`src/sv/kmc_pkg.sv`:
```
package kmc_pkg;

	// Store and cluster sizing
	localparam int MAX_POINTS   = 64;
	localparam int NUM_CLUSTERS = 2;
	localparam int FRAC_BITS    = 10;
	localparam int COORD_W      = 16;
	localparam int ADDR_W       = $clog2(MAX_POINTS);
	localparam int CNT_W        = ADDR_W + 1;
	localparam int CL_W         = (NUM_CLUSTERS > 1) ? $clog2(NUM_CLUSTERS) : 1;
	localparam int IDX_W        = 3;
	localparam int ITER_W       = 8;

	// Arithmetic widths: coordinate sums, squared distances
	localparam int SUM_W  = COORD_W + ADDR_W;
	localparam int SQ_W   = 2 * COORD_W;
	localparam int DIST_W = SQ_W + 1;
	localparam int STEP_W = $clog2(SUM_W + 1);

	localparam logic [ITER_W-1:0] RESET_ITERATIONS = 8'd100;

	typedef logic signed [COORD_W-1:0] coord_t;
	typedef logic signed [SUM_W-1:0]   sum_t;
	typedef logic [CNT_W-1:0]          cnt_t;

	// Request to the shared divider
	typedef struct packed {
		logic start;
		sum_t dividend;
		cnt_t divisor;
	} div_req_t;

endpackage

```
`src/sv/kmc_div.sv`:
```
module kmc_div (
	input  logic              clk,
	input  logic              arst_n,
	input  kmc_pkg::div_req_t req,
	output logic              done,
	output kmc_pkg::coord_t   quot
);
	import kmc_pkg::*;

	logic              busy_q;
	logic              done_q;
	logic              neg_q;
	logic [STEP_W-1:0] step_q;
	logic [SUM_W-1:0]  mag_q;
	logic [CNT_W-1:0]  rem_q;
	cnt_t              den_q;

	logic [CNT_W:0]    rem_shift;
	logic              qbit;
	logic [CNT_W:0]    rem_next;
	logic [SUM_W-1:0]  quot_full;

	// One restoring step per cycle
	always_comb begin
		rem_shift = {rem_q, mag_q[SUM_W-1]};
		qbit      = (rem_shift >= {1'b0, den_q});
		rem_next  = qbit ? (rem_shift - {1'b0, den_q}) : rem_shift;
	end

	always_ff @(posedge clk or negedge arst_n) begin
		if (!arst_n) begin
			busy_q <= 1'b0;
			done_q <= 1'b0;
			step_q <= '0;
		end else begin
			done_q <= 1'b0;
			if (req.start) begin
				busy_q <= 1'b1;
				step_q <= '0;
			end else if (busy_q) begin
				step_q <= step_q + 1'b1;
				if (step_q == STEP_W'(SUM_W - 1)) begin
					busy_q <= 1'b0;
					done_q <= 1'b1;
				end
			end
		end
	end

	// Datapath: magnitude shifts out, quotient bits shift in
	always_ff @(posedge clk) begin
		if (req.start) begin
			neg_q <= req.dividend[SUM_W-1];
			mag_q <= req.dividend[SUM_W-1] ? (SUM_W'(0) - req.dividend) : req.dividend;
			den_q <= req.divisor;
			rem_q <= '0;
		end else if (busy_q) begin
			mag_q <= {mag_q[SUM_W-2:0], qbit};
			rem_q <= rem_next[CNT_W-1:0];
		end
	end

	// Truncation toward zero: divide magnitudes, then restore the sign
	assign quot_full = neg_q ? (SUM_W'(0) - mag_q) : mag_q;
	assign quot      = quot_full[COORD_W-1:0];
	assign done      = done_q;

endmodule

```
`config.mk`:
```
export PLATFORM = sky130hd
export DESIGN_NAME = kmc_div
export DESIGN_NICKNAME = d
export VERILOG_FILES = /design/src/sv/kmc_pkg.sv /design/src/sv/kmc_div.sv
export SDC_FILE = /design/constraint.sdc
export NUM_CORES = 1
export LEC_CHECK = 0
export BUFFER_PORTS_ARGS = -buffer_cell sky130_fd_sc_hd__buf_2
export CORE_MARGIN = 2
export CORE_UTILIZATION = 51
export DETAILED_ROUTE_END_ITERATION = 10
export PLACE_DENSITY_LB_ADDON = 0.15
export SKIP_CTS_REPAIR_TIMING = 1
export SLEW_MARGIN = 20
export SYNTH_ARGS = -nofsm -noshare
export SYNTH_HDL_FRONTEND = slang
export SYNTH_SLANG_ARGS = --single-unit
```
`constraint.sdc`:
```
create_clock -name clk -period 3.5 [get_ports clk]
set_input_delay 0.7 -clock clk [delete_from_list [all_inputs] [get_ports clk]]
set_output_delay 0.7 -clock clk [all_outputs]
set_load 0.05 [all_outputs]
```
# Yosys cells after proc, flatten, opt, wreduce, memory -nomap -nowiden
# Cells that the tools add are included.
[op_classes] bitwise_logic=0 n_div=0 muxes=13 shifts=0 add_sub_neg=4 magnitude_cmp=1 eq_ne=1 n_reduce_logical=1 mul=0
[ops] op="$mux 22" n=3
[ops] op="$sub 1x22->22 const A" n=1
[ops] op="$mux 16" n=1
[ops] op="$sub 1x16->16 const A" n=1
[ops] op="$mux 5" n=2
[ops] op="$ge 8x7->1" n=1
[ops] op="$mux 7" n=1
[ops] op="$sub 7x7->7" n=1
[ops] op="$mux 1" n=6
[ops] op="$add 5x1->5 const B" n=1
[ops] op="$eq 5x5->1 const B" n=1
[ops] op="$reduce_bool 2->1" n=1
[totals] mem_bits_rw=0 wordCells=27 inputBits=32 register_bits=44 rom_bits=0 output_inout_bits=17 n_memories=0 latch_bits=0

# Logic depth before layout (Yosys ltp)
# Gate-level depths: netlist of the first run.
[logic_depth] depth_word=4 ltp_mapped=9 depth_no_buf=7

# Worst setup path after synthesis of the first run
# No wires, ideal clock.
[synth_path] path_kind="input -> register" from="in req[19] in the netlist's numbering" to="reg mag_q[15], data pin" required_ns=3.235 path_buffers=1 stages=5 path_slack_ns=0.821 setup_time_ns=0.265 t_arrival_ns=2.413 path_cell_list="or4_4 > or4_1 > buf_2 > and4b_1 > or3_1"
[synth_between] elab_chain_len=3
[synth_lines] item="start, declared" line="kmc_div.sv:4" rtl="input kmc_pkg::div_req_t req,"
[synth_lines] item="$sub 1x22->22" line="kmc_div.sv:54" rtl="mag_q <= req.dividend[SUM_W-1] ? (SUM_W'(0) - req.dividend) : req.dividend;"
[synth_lines] item="$mux 22" line="kmc_div.sv:54"
[synth_lines] item="$mux 22" line="kmc_div.sv:52" rtl="if (req.start) begin"
[synth_lines] item="end signal, assigned" line="kmc_div.sv:54"
[synth_lines] item="end signal, assigned" line="kmc_div.sv:58" rtl="mag_q <= {mag_q[SUM_W-2:0], qbit};"
[synth_lines] item="end, declared" line="kmc_div.sv:14" rtl="logic [SUM_W-1:0] mag_q;"
# No other way between the ends.
# A chain may end at the register's enable or synchronous reset.

# Final worst setup path of the first run
[layout_path] from="reg mag_q[0]" to="out quot[12]"
[layout_between] elab_chain_len=2
[layout_lines] item="$sub 1x16->16" line="kmc_div.sv:64" rtl="assign quot_full = neg_q ? (SUM_W'(0) - mag_q) : mag_q;"
[layout_lines] item="$mux 16" line="kmc_div.sv:64"
[layout_lines] item="end, declared" line="kmc_div.sv:6" rtl="output kmc_pkg::coord_t quot"
# No other way between the ends.

==> qor.csv, run 1 <==
metric,value,unit
area_growth,12.2,%
clock.fmax,346,MHz
maxSlewViolCount,0,
io_pins,49,
skew,13.7,ps
setup_violations,0,
synth_area_leaders,"edfxtp_1 29%, dfrtp_1 5.7%, xnor2_1 5.7%, dfxtp_1 4.6%, ha_1 4.5%",
timing.rr.start,mag_q[21],
num_rows,28,
via_per_inst,5.78,
firstDrtPassIters,4,
dp.final_hpwl,4840,microns
path_max_fanout,4,
core_area,5850,sq um
min_period,2890,ps
timing.max_cap.violations,0,
drc,0,
worstSkewPairLatency,300,ps
async_flop_share,15.9,%
slew_headroom,56.2,%
die_area,6630,sq um
portBuffers,48,
reg2reg_slack,1140,ps
grt_pass1_wl,10600,microns
cts.sinks,44,
final_common_cell,buf_2,
die_y,81.4,microns
synth_edf_count,30,
cts_buffers,5,
syn_area,3060,sq um
crit_path_start_kind,register,
grt_remaining_overflow,0,
crit_path_cell_trace,inv_1 > ha_1 > nor2b_1 > nand4_1 > o31ai_1 > xnor2_1 > buf_2,
ys.flop_type,edfxtp_1,
grt_pass1_vias,2287,
track_usage,20.5,%
p_leak,1.42,nW
ir_worst_vdd,0.310,mV
synth_cells,333,
ys_ff_latch,44,
tightest_slew,657,ps
clockBufferDepth,2,
cp.required,2800,ps
ys_types,55,
hold_class,input pin to asynchronous set/reset pin,
crit_type,register to output port,
antenna_found_initial,0,
drtIter0Drc,141,
yosysSeqAreaShare,39.8,%
clk_pin_slew_worst_paths,90,ps
regArea,1220,sq um
grt_max_degree,36,
crit_path_top_delay_cell,edfxtp_1,
slowest_delay,440,ps
hold_violations,0,
antenna_cells,0,
cts-root-buf,clkbuf_8,
yosysTopAreaCellShare,29.5,%
yosysWarnings,0,
routedWlPerCell,14.5,microns
multi_input_area,1680,sq um
rsz0062_at_grt,no,
synth.avg_cell_area,9.18,sq um
fin_tns_setup,0,ps
fin_crit_sh,82.6,%
wirelength,6510,microns
gp_congestion,0.811,
htreeDepth,2,
final_core_util,58.6,%
synth_top_area_cell,edfxtp_1,
drive_gt1_share,18.5,%
r2r_cells,7,
syn_nets,377,
initial_core_util,52.2,%
final_nets,416,
outcome,"complete, no violations",
dieWidth,81.4,microns
ant_nets,0,
powerDensity,517,nW/um^2
cts_tree,done,
crit_arrival,2190,ps
fillCellCount,528,
layout_common_cells,"48 x buf_2, 30 x nor2_1, 30 x edfxtp_1, 22 x nand2_1",
vias,2589,
end_kind,output port,
r2r-end,rem_q[2],
==> report_power, final <==
part / leakage [nW] / internal (W) / switching (W) / total (W)
sequential: 0.455 / 0.000642 / 0.0000667 / 0.000709
combinational: 0.920 / 0.000281 / 0.000463 / 0.000744
clock: 0.0412 / 0.000140 / 0.000179 / 0.000318
total: 1.42 / 0.00106 / 0.000709 / 0.00177
==> kinds of logic after synthesis <==
family,after synthesis,share of synthesized area [%]
AOI/OAI and AO/OA,74,17.0
xor gates and xnor gates,34,9.75
adders and majority gates,12,5.16
buffers and inverters,41,5.20
DFF,44,39.8
muxes,4,1.31
and+or+nand+nor,124,21.8
==> sequential cells by signal (all words and copies together), names as in the netlist <==
signal / cells
busy_q: 1
den_q: 7
done: 1
mag_q: 22
neg_q: 1
rem_q: 7
step_q: 5
==> synth_stat cells (6+ instances only) <==
library cell   n
dfrtp_1        7
edfxtp_1      30
o21ai_0       15
inv_1         20
ha_1          11
a21oi_1       15
nand2_1       22
clkbuf_1      15
or3_1          6
xor2_1        14
nand2b_1       6
o41ai_1        6
dfxtp_1        7
nand3b_1       7
nor3_1         6
o31ai_1        9
and3_1         9
nor2_1        30
xnor2_1       20
nand3_1        6
nand4_1       10
==> layout make-up <==
| type | count | area share, % |
|---|---|---|
| sequential | 44 | 35.5 |
| multi-input combinational | 248 | 49.0 |
| clock buffer | 6 | 2.12 |
| tap | 75 | 2.74 |
| inverter | 20 | 2.19 |
| clock inverter | 2 | 0.365 |
| timing repair buffer | 53 | 8.10 |
==> worst max-delay path, delay by kind of cell (launching register included) <==
family,cells,cell delay [ps]
XOR/XNOR,1,150
AND/OR/NAND/NOR,2,480
flip-flops,1,440
buffers and inverters,2,360
AO/OA/AOI/OAI,1,280
adder cells (fa/ha/maj),1,180
==> through the flow <==
step	hold slack, ps	cell area, sq um	setup slack [ps]	cells	power [W]
after floorplan	404	3060	821	333	0.00128
after global placement	498	3340	611	440	0.00145
after detailed placement	505	3340	572	440	0.00146
after CTS	211	3430	566	448	0.00178
after global routing	210	3430	375	448	0.00187
final	218	3430	611	448	0.00177
==> how the worst max path moves through the flow <==
stage                end  startpoint  cells after the start  slack (ps)
2_1_floorplan  mag_q[15]     req[19]                      5         820
6_report        quot[12]    mag_q[0]                      7         610
4_1_cts         quot[12]    mag_q[0]                      7         570
3_3_place_gp   mag_q[15]      req[8]                      5         610
5_1_grt         quot[12]    mag_q[0]                      7         380
3_5_place_dp   mag_q[15]     req[19]                      5         570
==> routing by layer <==
layer | track usage, % | routed length [microns]
met5 | 0 | 0
met1 | 27.8 | 3050
met2 | 34.0 | 3110
met4 | 4.07 | 57
met3 | 4.11 | 289
No activity file was read; power rests on OpenSTA's default activity.
==> run 2: changes to the inputs <==
clock period = 2.5 ns   (was 3.5 ns; I/O delays follow)
==> run 2 against run 1 <==
Net effect: the run now ends with setup timing left; worst hold slack worse by 200 ps; setup slack got worse by 630 ps; clock power grew 38%; count of clock-buffer cells in the layout fell by 1; core utilization up 3.0 points; die area did not move; sequential cell count unchanged; largest cell class unchanged; largest power group unchanged.
==> qor.csv, run 2 (synthesis results as in run 1) <==
metric,value,unit,change
outcome,"complete, but fails checks",,"was complete, no violations"
violations,setup timing,,
place_area,3420,sq um,was 3340 sq um
grt_max_degree,29,,was 36
p_comb_share,43.6,%,was 42.0%
io_pins,49,,unchanged
p_switching,0.00102,W,was 0.000709 W
cts_buffers,5,,unchanged
drc,0,,unchanged
hold_class,input pin to asynchronous set/reset pin,,unchanged
cts.sinks,44,,unchanged
maxSlewViolCount,0,,unchanged
num_rows,28,,unchanged
die_y,81.4,microns,unchanged
skew,9.87,ps,was 13.7 ps
via_per_inst,5.76,,was 5.78
antenna_found_initial,0,,unchanged
clk_pin_slew_worst_paths,90,ps,about the same
reg_top3,"mag_q x22, den_q x7, rem_q x7",,unchanged
drive_gt1_share,24.0,%,was 18.5%
p_sw_share,39.9,%,was 40.0%
largest_reg_flops,22,,unchanged
hold_violations,0,,unchanged
worstSkewPairLatency,300,ps,about the same
dp_cells,450,,was 440
ant_nets,0,,unchanged
timing.max_cap.violations,0,,unchanged
crit_path_start_kind,register,,unchanged
path_max_fanout,3,,was 4
clock_power_share,17.3,%,was 18.0%
min_period,2520,ps,
ir_worst_vdd,0.368,mV,was 0.310 mV
dieWidth,81.4,microns,unchanged
final_core_util,61.6,%,was 58.6%
regMostFlops,mag_q,,unchanged
final_area,3600,sq um,was 3430 sq um
routedWlPerCell,15.2,microns,was 14.5 microns
fillCellCount,531,,was 528
tightest_slew,653,ps,was 657 ps
cp.required,2000,ps,was 2800 ps
pre_cts_ws,-44.9,ps,was 572 ps
clockBufferDepth,2,,unchanged
cts_tree,done,,unchanged
firstDrtPassIters,5,,was 4
crit_type,register to output port,,unchanged
vias,2660,,was 2589
core_area,5850,sq um,unchanged
die_area,6630,sq um,unchanged
area_growth,17.9,%,was 12.2%
portBuffers,48,,unchanged
powerDensity,707,nW/um^2,was 517 nW/um^2
gp_congestion,0.846,,was 0.811
layout_common_cells,"42 x buf_2, 30 x edfxtp_1, 28 x nor2_1, 23 x buf_4, 22 x nand2_1",,"was 48 x buf_2, 30 x nor2_1, 30 x edfxtp_1, 22 x nand2_1"
clock.fmax,397,MHz,
cts-root-buf,clkbuf_8,,unchanged
p_leak,1.50,nW,was 1.42 nW
setup_ws,-17.4,ps,was 611 ps
grt_pass1_vias,2455,,was 2287
layout.cells.non_filler,462,,was 448
setup_violations,1,,was 0
p_int,0.00153,W,was 0.00106 W
initial_core_util,52.2,%,unchanged
final_nets,430,,was 416
total_power,0.00255,W,was 0.00177 W
grt_remaining_overflow,0,,unchanged
fin_crit_sh,101,%,
slew_headroom,56.4,%,was 56.2%
drtIter0Drc,142,,was 141
end_kind,output port,,unchanged
wirelength,7000,microns,was 6510 microns
antenna_cells,0,,unchanged
p_seq_share,39.1,%,was 40.0%
track_usage,22.3,%,was 20.5%
rsz0062_at_grt,yes,,was no
dp.final_hpwl,5080,microns,was 4840 microns
htreeDepth,2,,unchanged
grt_pass1_wl,11500,microns,was 10600 microns
r2r_cells,7,,unchanged
final_common_cell,buf_2,,unchanged
crit_arrival,2020,ps,was 2190 ps
==> run 2: cell count changes in the layout (fill, tap and decap cells not counted), moves of 2 or more <==
cell	previous run	this run
clkbuf_4	0	2
o31ai_1	9	7
nor3_1	6	4
buf_2	48	42
o31ai_2	0	2
buf_4	5	23
nor2_1	30	28
nor3_2	0	2
==> run 2: layout make-up <==
cell class | instances | area (sq um) | share of cell area (%)
Multi-Input combinational cell | 248 | 1740 | 48.2
Sequential cell | 44 | 1220 | 33.8
Timing Repair Buffer | 67 | 398 | 11.0
Tap cell | 75 | 93.8 | 2.60
Inverter | 20 | 75.1 | 2.08
Clock buffer | 5 | 68.8 | 1.91
Clock inverter | 3 | 13.8 | 0.382
==> run 2: power groups by stage <==
stage / registers, W / clock network (W) / logic (W)
3_5_place_dp: 0.00100 / 0 / 0.00106
5_1_grt: 0.00101 / 0.000489 / 0.00122
3_3_place_gp: 0.00100 / 0 / 0.00104
4_1_cts: 0.000988 / 0.000453 / 0.00106
2_1_floorplan: 0.000975 / 0 / 0.000816
6_report: 0.000997 / 0.000440 / 0.00111
==> run 2: final timing paths <==
| kind | start | to | slack (ps) |
|---|---|---|---|
| setup / recovery | mag_q[1] | quot[12] | -20 |
| hold / removal | arst_n | busy_q | 20 |
| setup reg to reg | mag_q[21] | rem_q[0] | 170 |
| hold reg to reg | rem_q[1] | rem_q[2] | 510 |
| max in group asynchronous | arst_n | step_q[0] | 2330 |
| min in group clk | req[4] | den_q[4] | 370 |
==> run 2: per-layer routing <==
layer  part of all wire [%]  vias to the layer above  wire, microns  global-route usage [%]
met5                      0                        -              0                       0
met4                   0.97                        0             68                    6.78
met3                    3.4                        6            238                    3.78
met2                     48                       43           3370                    37.5
met1                     47                     1274           3320                    29.4
li1                       -                     1337              -                       -
==> run 2: worst max-delay path, cell delays in order, from the launching register on <==
cell,delay [ps]
edfxtp_1,420
inv_1,140
ha_4,150
nor2b_4,170
nand4_1,190
o31ai_2,280
xnor2_1,150
buf_4,220
==> run 2: stage by stage <==
step / hold slack (ps) / setup TNS (ps)
2_1_floorplan: 204 / 0
3_3_place_gp: 339 / -29.1
3_5_place_dp: 341 / -44.9
4_1_cts: 10.5 / -848
5_1_grt: 9.34 / -393
6_report: 17.3 / -17.4
==> run 3: changes to the inputs <==
CORE_UTILIZATION = 44   (was 51)
==> run 3 against run 2 <==
Net effect: the run still ends with setup timing left; global-route usage shrank 3.9 points; count of clock-buffer cells in the layout increased by 1; setup slack lost 12 ps; final cell count increased by 0.87%; sequential cell count unchanged; via count fell by 1.4%; wire length decreased by 3.8%; register-to-register slack better by 40 ps; fmax decreased by 0.48%; combinational power about the same; worst hold slack got worse by 9.0 ps; critical path type unchanged; critical endpoint unchanged.
==> qor.csv, run 3 (synthesis results as in run 1) <==
metric,value,unit,change
final_area,3630,sq um,was 3600 sq um
cts_tree,done,,unchanged
crit_type,register to output port,,unchanged
violations,setup timing,,unchanged
final_nets,429,,was 430
largest_reg_flops,22,,unchanged
hold_violations,0,,unchanged
die_area,7630,sq um,was 6630 sq um
dp.final_hpwl,4830,microns,was 5080 microns
drc,0,,unchanged
final_common_cell,buf_2,,unchanged
grt_remaining_overflow,0,,unchanged
worstSkewPairLatency,300,ps,about the same
skew,4.75,ps,was 9.87 ps
clock.fmax,395,MHz,was 397 MHz
crit_arrival,2030,ps,was 2020 ps
r2r_cells,7,,unchanged
total_power,0.00261,W,was 0.00255 W
regMostFlops,mag_q,,unchanged
portBuffers,48,,unchanged
grt_pass1_wl,11100,microns,was 11500 microns
end_kind,output port,,unchanged
setup_ws,-29.4,ps,was -17.4 ps
crit_path_top_delay_cell,edfxtp_1,,unchanged
setup_violations,2,,was 1
p_leak,1.51,nW,was 1.50 nW
clockBufferDepth,2,,unchanged
tightest_slew,624,ps,was 653 ps
cts-root-buf,clkbuf_8,,unchanged
initial_core_util,45.2,%,was 52.2%
outcome,"complete, but fails checks",,unchanged
r2r-end,rem_q[0],,unchanged
timing.max_cap.violations,0,,unchanged
wirelength,6740,microns,was 7000 microns
dieWidth,87.3,microns,was 81.4 microns
clk_pin_slew_worst_paths,90,ps,about the same
slowest_delay,450,ps,was 420 ps
cts_buffers,5,,unchanged
drive_gt1_share,23.3,%,was 24.0%
core_area,6760,sq um,was 5850 sq um
area_growth,18.9,%,was 17.9%
rsz0062_at_grt,yes,,unchanged
htreeDepth,2,,unchanged
routedWlPerCell,14.5,microns,was 15.2 microns
drtIter0Drc,168,,was 142
place_area,3450,sq um,was 3420 sq um
dp_cells,457,,was 450
via_per_inst,5.63,,was 5.76
crit_path_start_kind,register,,unchanged
reg_top3,"mag_q x22, den_q x7, rem_q x7",,unchanged
grt_pass1_vias,2370,,was 2455
maxSlewViolCount,0,,unchanged
powerDensity,718,nW/um^2,was 707 nW/um^2
antenna_found_initial,0,,unchanged
num_rows,30,,was 28
track_usage,18.5,%,was 22.3%
antenna_cells,0,,unchanged
pre_cts_ws,-34.6,ps,was -44.9 ps
ir_worst_vdd,0.329,mV,was 0.368 mV
fin_crit_sh,101,%,about the same
layout.cells.non_filler,466,,was 462
ant_nets,0,,unchanged
cp.required,2000,ps,about the same
die_y,87.3,microns,was 81.4 microns
hold_class,input pin to asynchronous set/reset pin,,unchanged
slew_headroom,58.4,%,was 56.4%
reg2reg_slack,210,ps,was 170 ps
layout_common_cells,"39 x buf_2, 30 x edfxtp_1, 29 x nor2_1, 22 x nand2_1, 21 x buf_4",,"was 42 x buf_2, 30 x edfxtp_1, 28 x nor2_1, 23 x buf_4, 22 x nand2_1"
fillCellCount,634,,was 531
vias,2622,,was 2660
timing.rr.start,mag_q[21],,unchanged
firstDrtPassIters,4,,was 5
gp_congestion,0.787,,was 0.846
grt_max_degree,59,,was 29
cts.sinks,44,,unchanged
io_pins,49,,unchanged
path_max_fanout,3,,unchanged
fin_tns_setup,-36.7,ps,was -17.4 ps
min_period,2530,ps,was 2520 ps
crit_path_cell_trace,inv_1 > ha_2 > nor2b_4 > nand4_1 > o31ai_2 > xnor2_1 > buf_4,,was inv_1 > ha_4 > nor2b_4 > nand4_1 > o31ai_2 > xnor2_1 > buf_4
[run 3: cell types whose count changed in the layout (fill, tap and decap cells not counted), sizes merged]
| cell | change |
|---|---|
| buf | -4 |
| clkbuf | +4 |
| clkinv | -1 |
[run 3: stage by stage]
stage / hold slack (ps) / utilization (%)
3_5_place_dp: 340 / 51.1
5_1_grt: 4.69 / 53.8
4_1_cts: 5.64 / 52.7
2_1_floorplan: 204 / -
6_report: 8.29 / 53.8
3_3_place_gp: 341 / 51.1
[run 3: how the worst max path moves through the flow]
stage               cells past startpoint      from        end  slack, ps
CTS                                     7  mag_q[0]   quot[12]       -210
global route                            7  mag_q[1]   quot[12]       -160
floorplan                               5   req[19]  mag_q[15]         20
finish                                  7  mag_q[1]   quot[12]        -30
global placement                        5   req[19]  mag_q[15]        -20
detailed placement                      5   req[19]  mag_q[15]        -30
[run 3: area by class of cell]
cell class | instances | area [sq um] | area share (%)
clock inverter | 2 | 17.5 | 0.482
timing repair buffer | 66 | 410 | 11.3
inverter | 20 | 75.1 | 2.07
multi-input combinational | 248 | 1720 | 47.3
clock buffer | 6 | 93.8 | 2.58
sequential | 44 | 1220 | 33.5
tap | 80 | 100 | 2.75
[run 3: where the power goes]
group          leakage (nW)  switching (W)  internal [W]
clock                0.0565       0.000266      0.000261
sequential            0.455      0.0000972      0.000899
combinational          1.00       0.000649      0.000438
[run 3: metal layers]
layer,GRT usage [%],up-vias,share of wire [%]
met3,3.70,10,4.3
li1,-,1335,-
met5,0,-,0
met4,6.15,0,1.5
met2,27.3,63,45
met1,26.9,1214,49
[run 3: critical path, delay by kind of cell (launching register included)]
kind | cells | cell delay [ps]
AO/OA/AOI/OAI | 1 | 260
XOR/XNOR | 1 | 150
buffers and inverters | 2 | 320
AND/OR/NAND/NOR | 2 | 380
flip-flops | 1 | 450
adder cells (fa/ha/maj) | 1 | 180
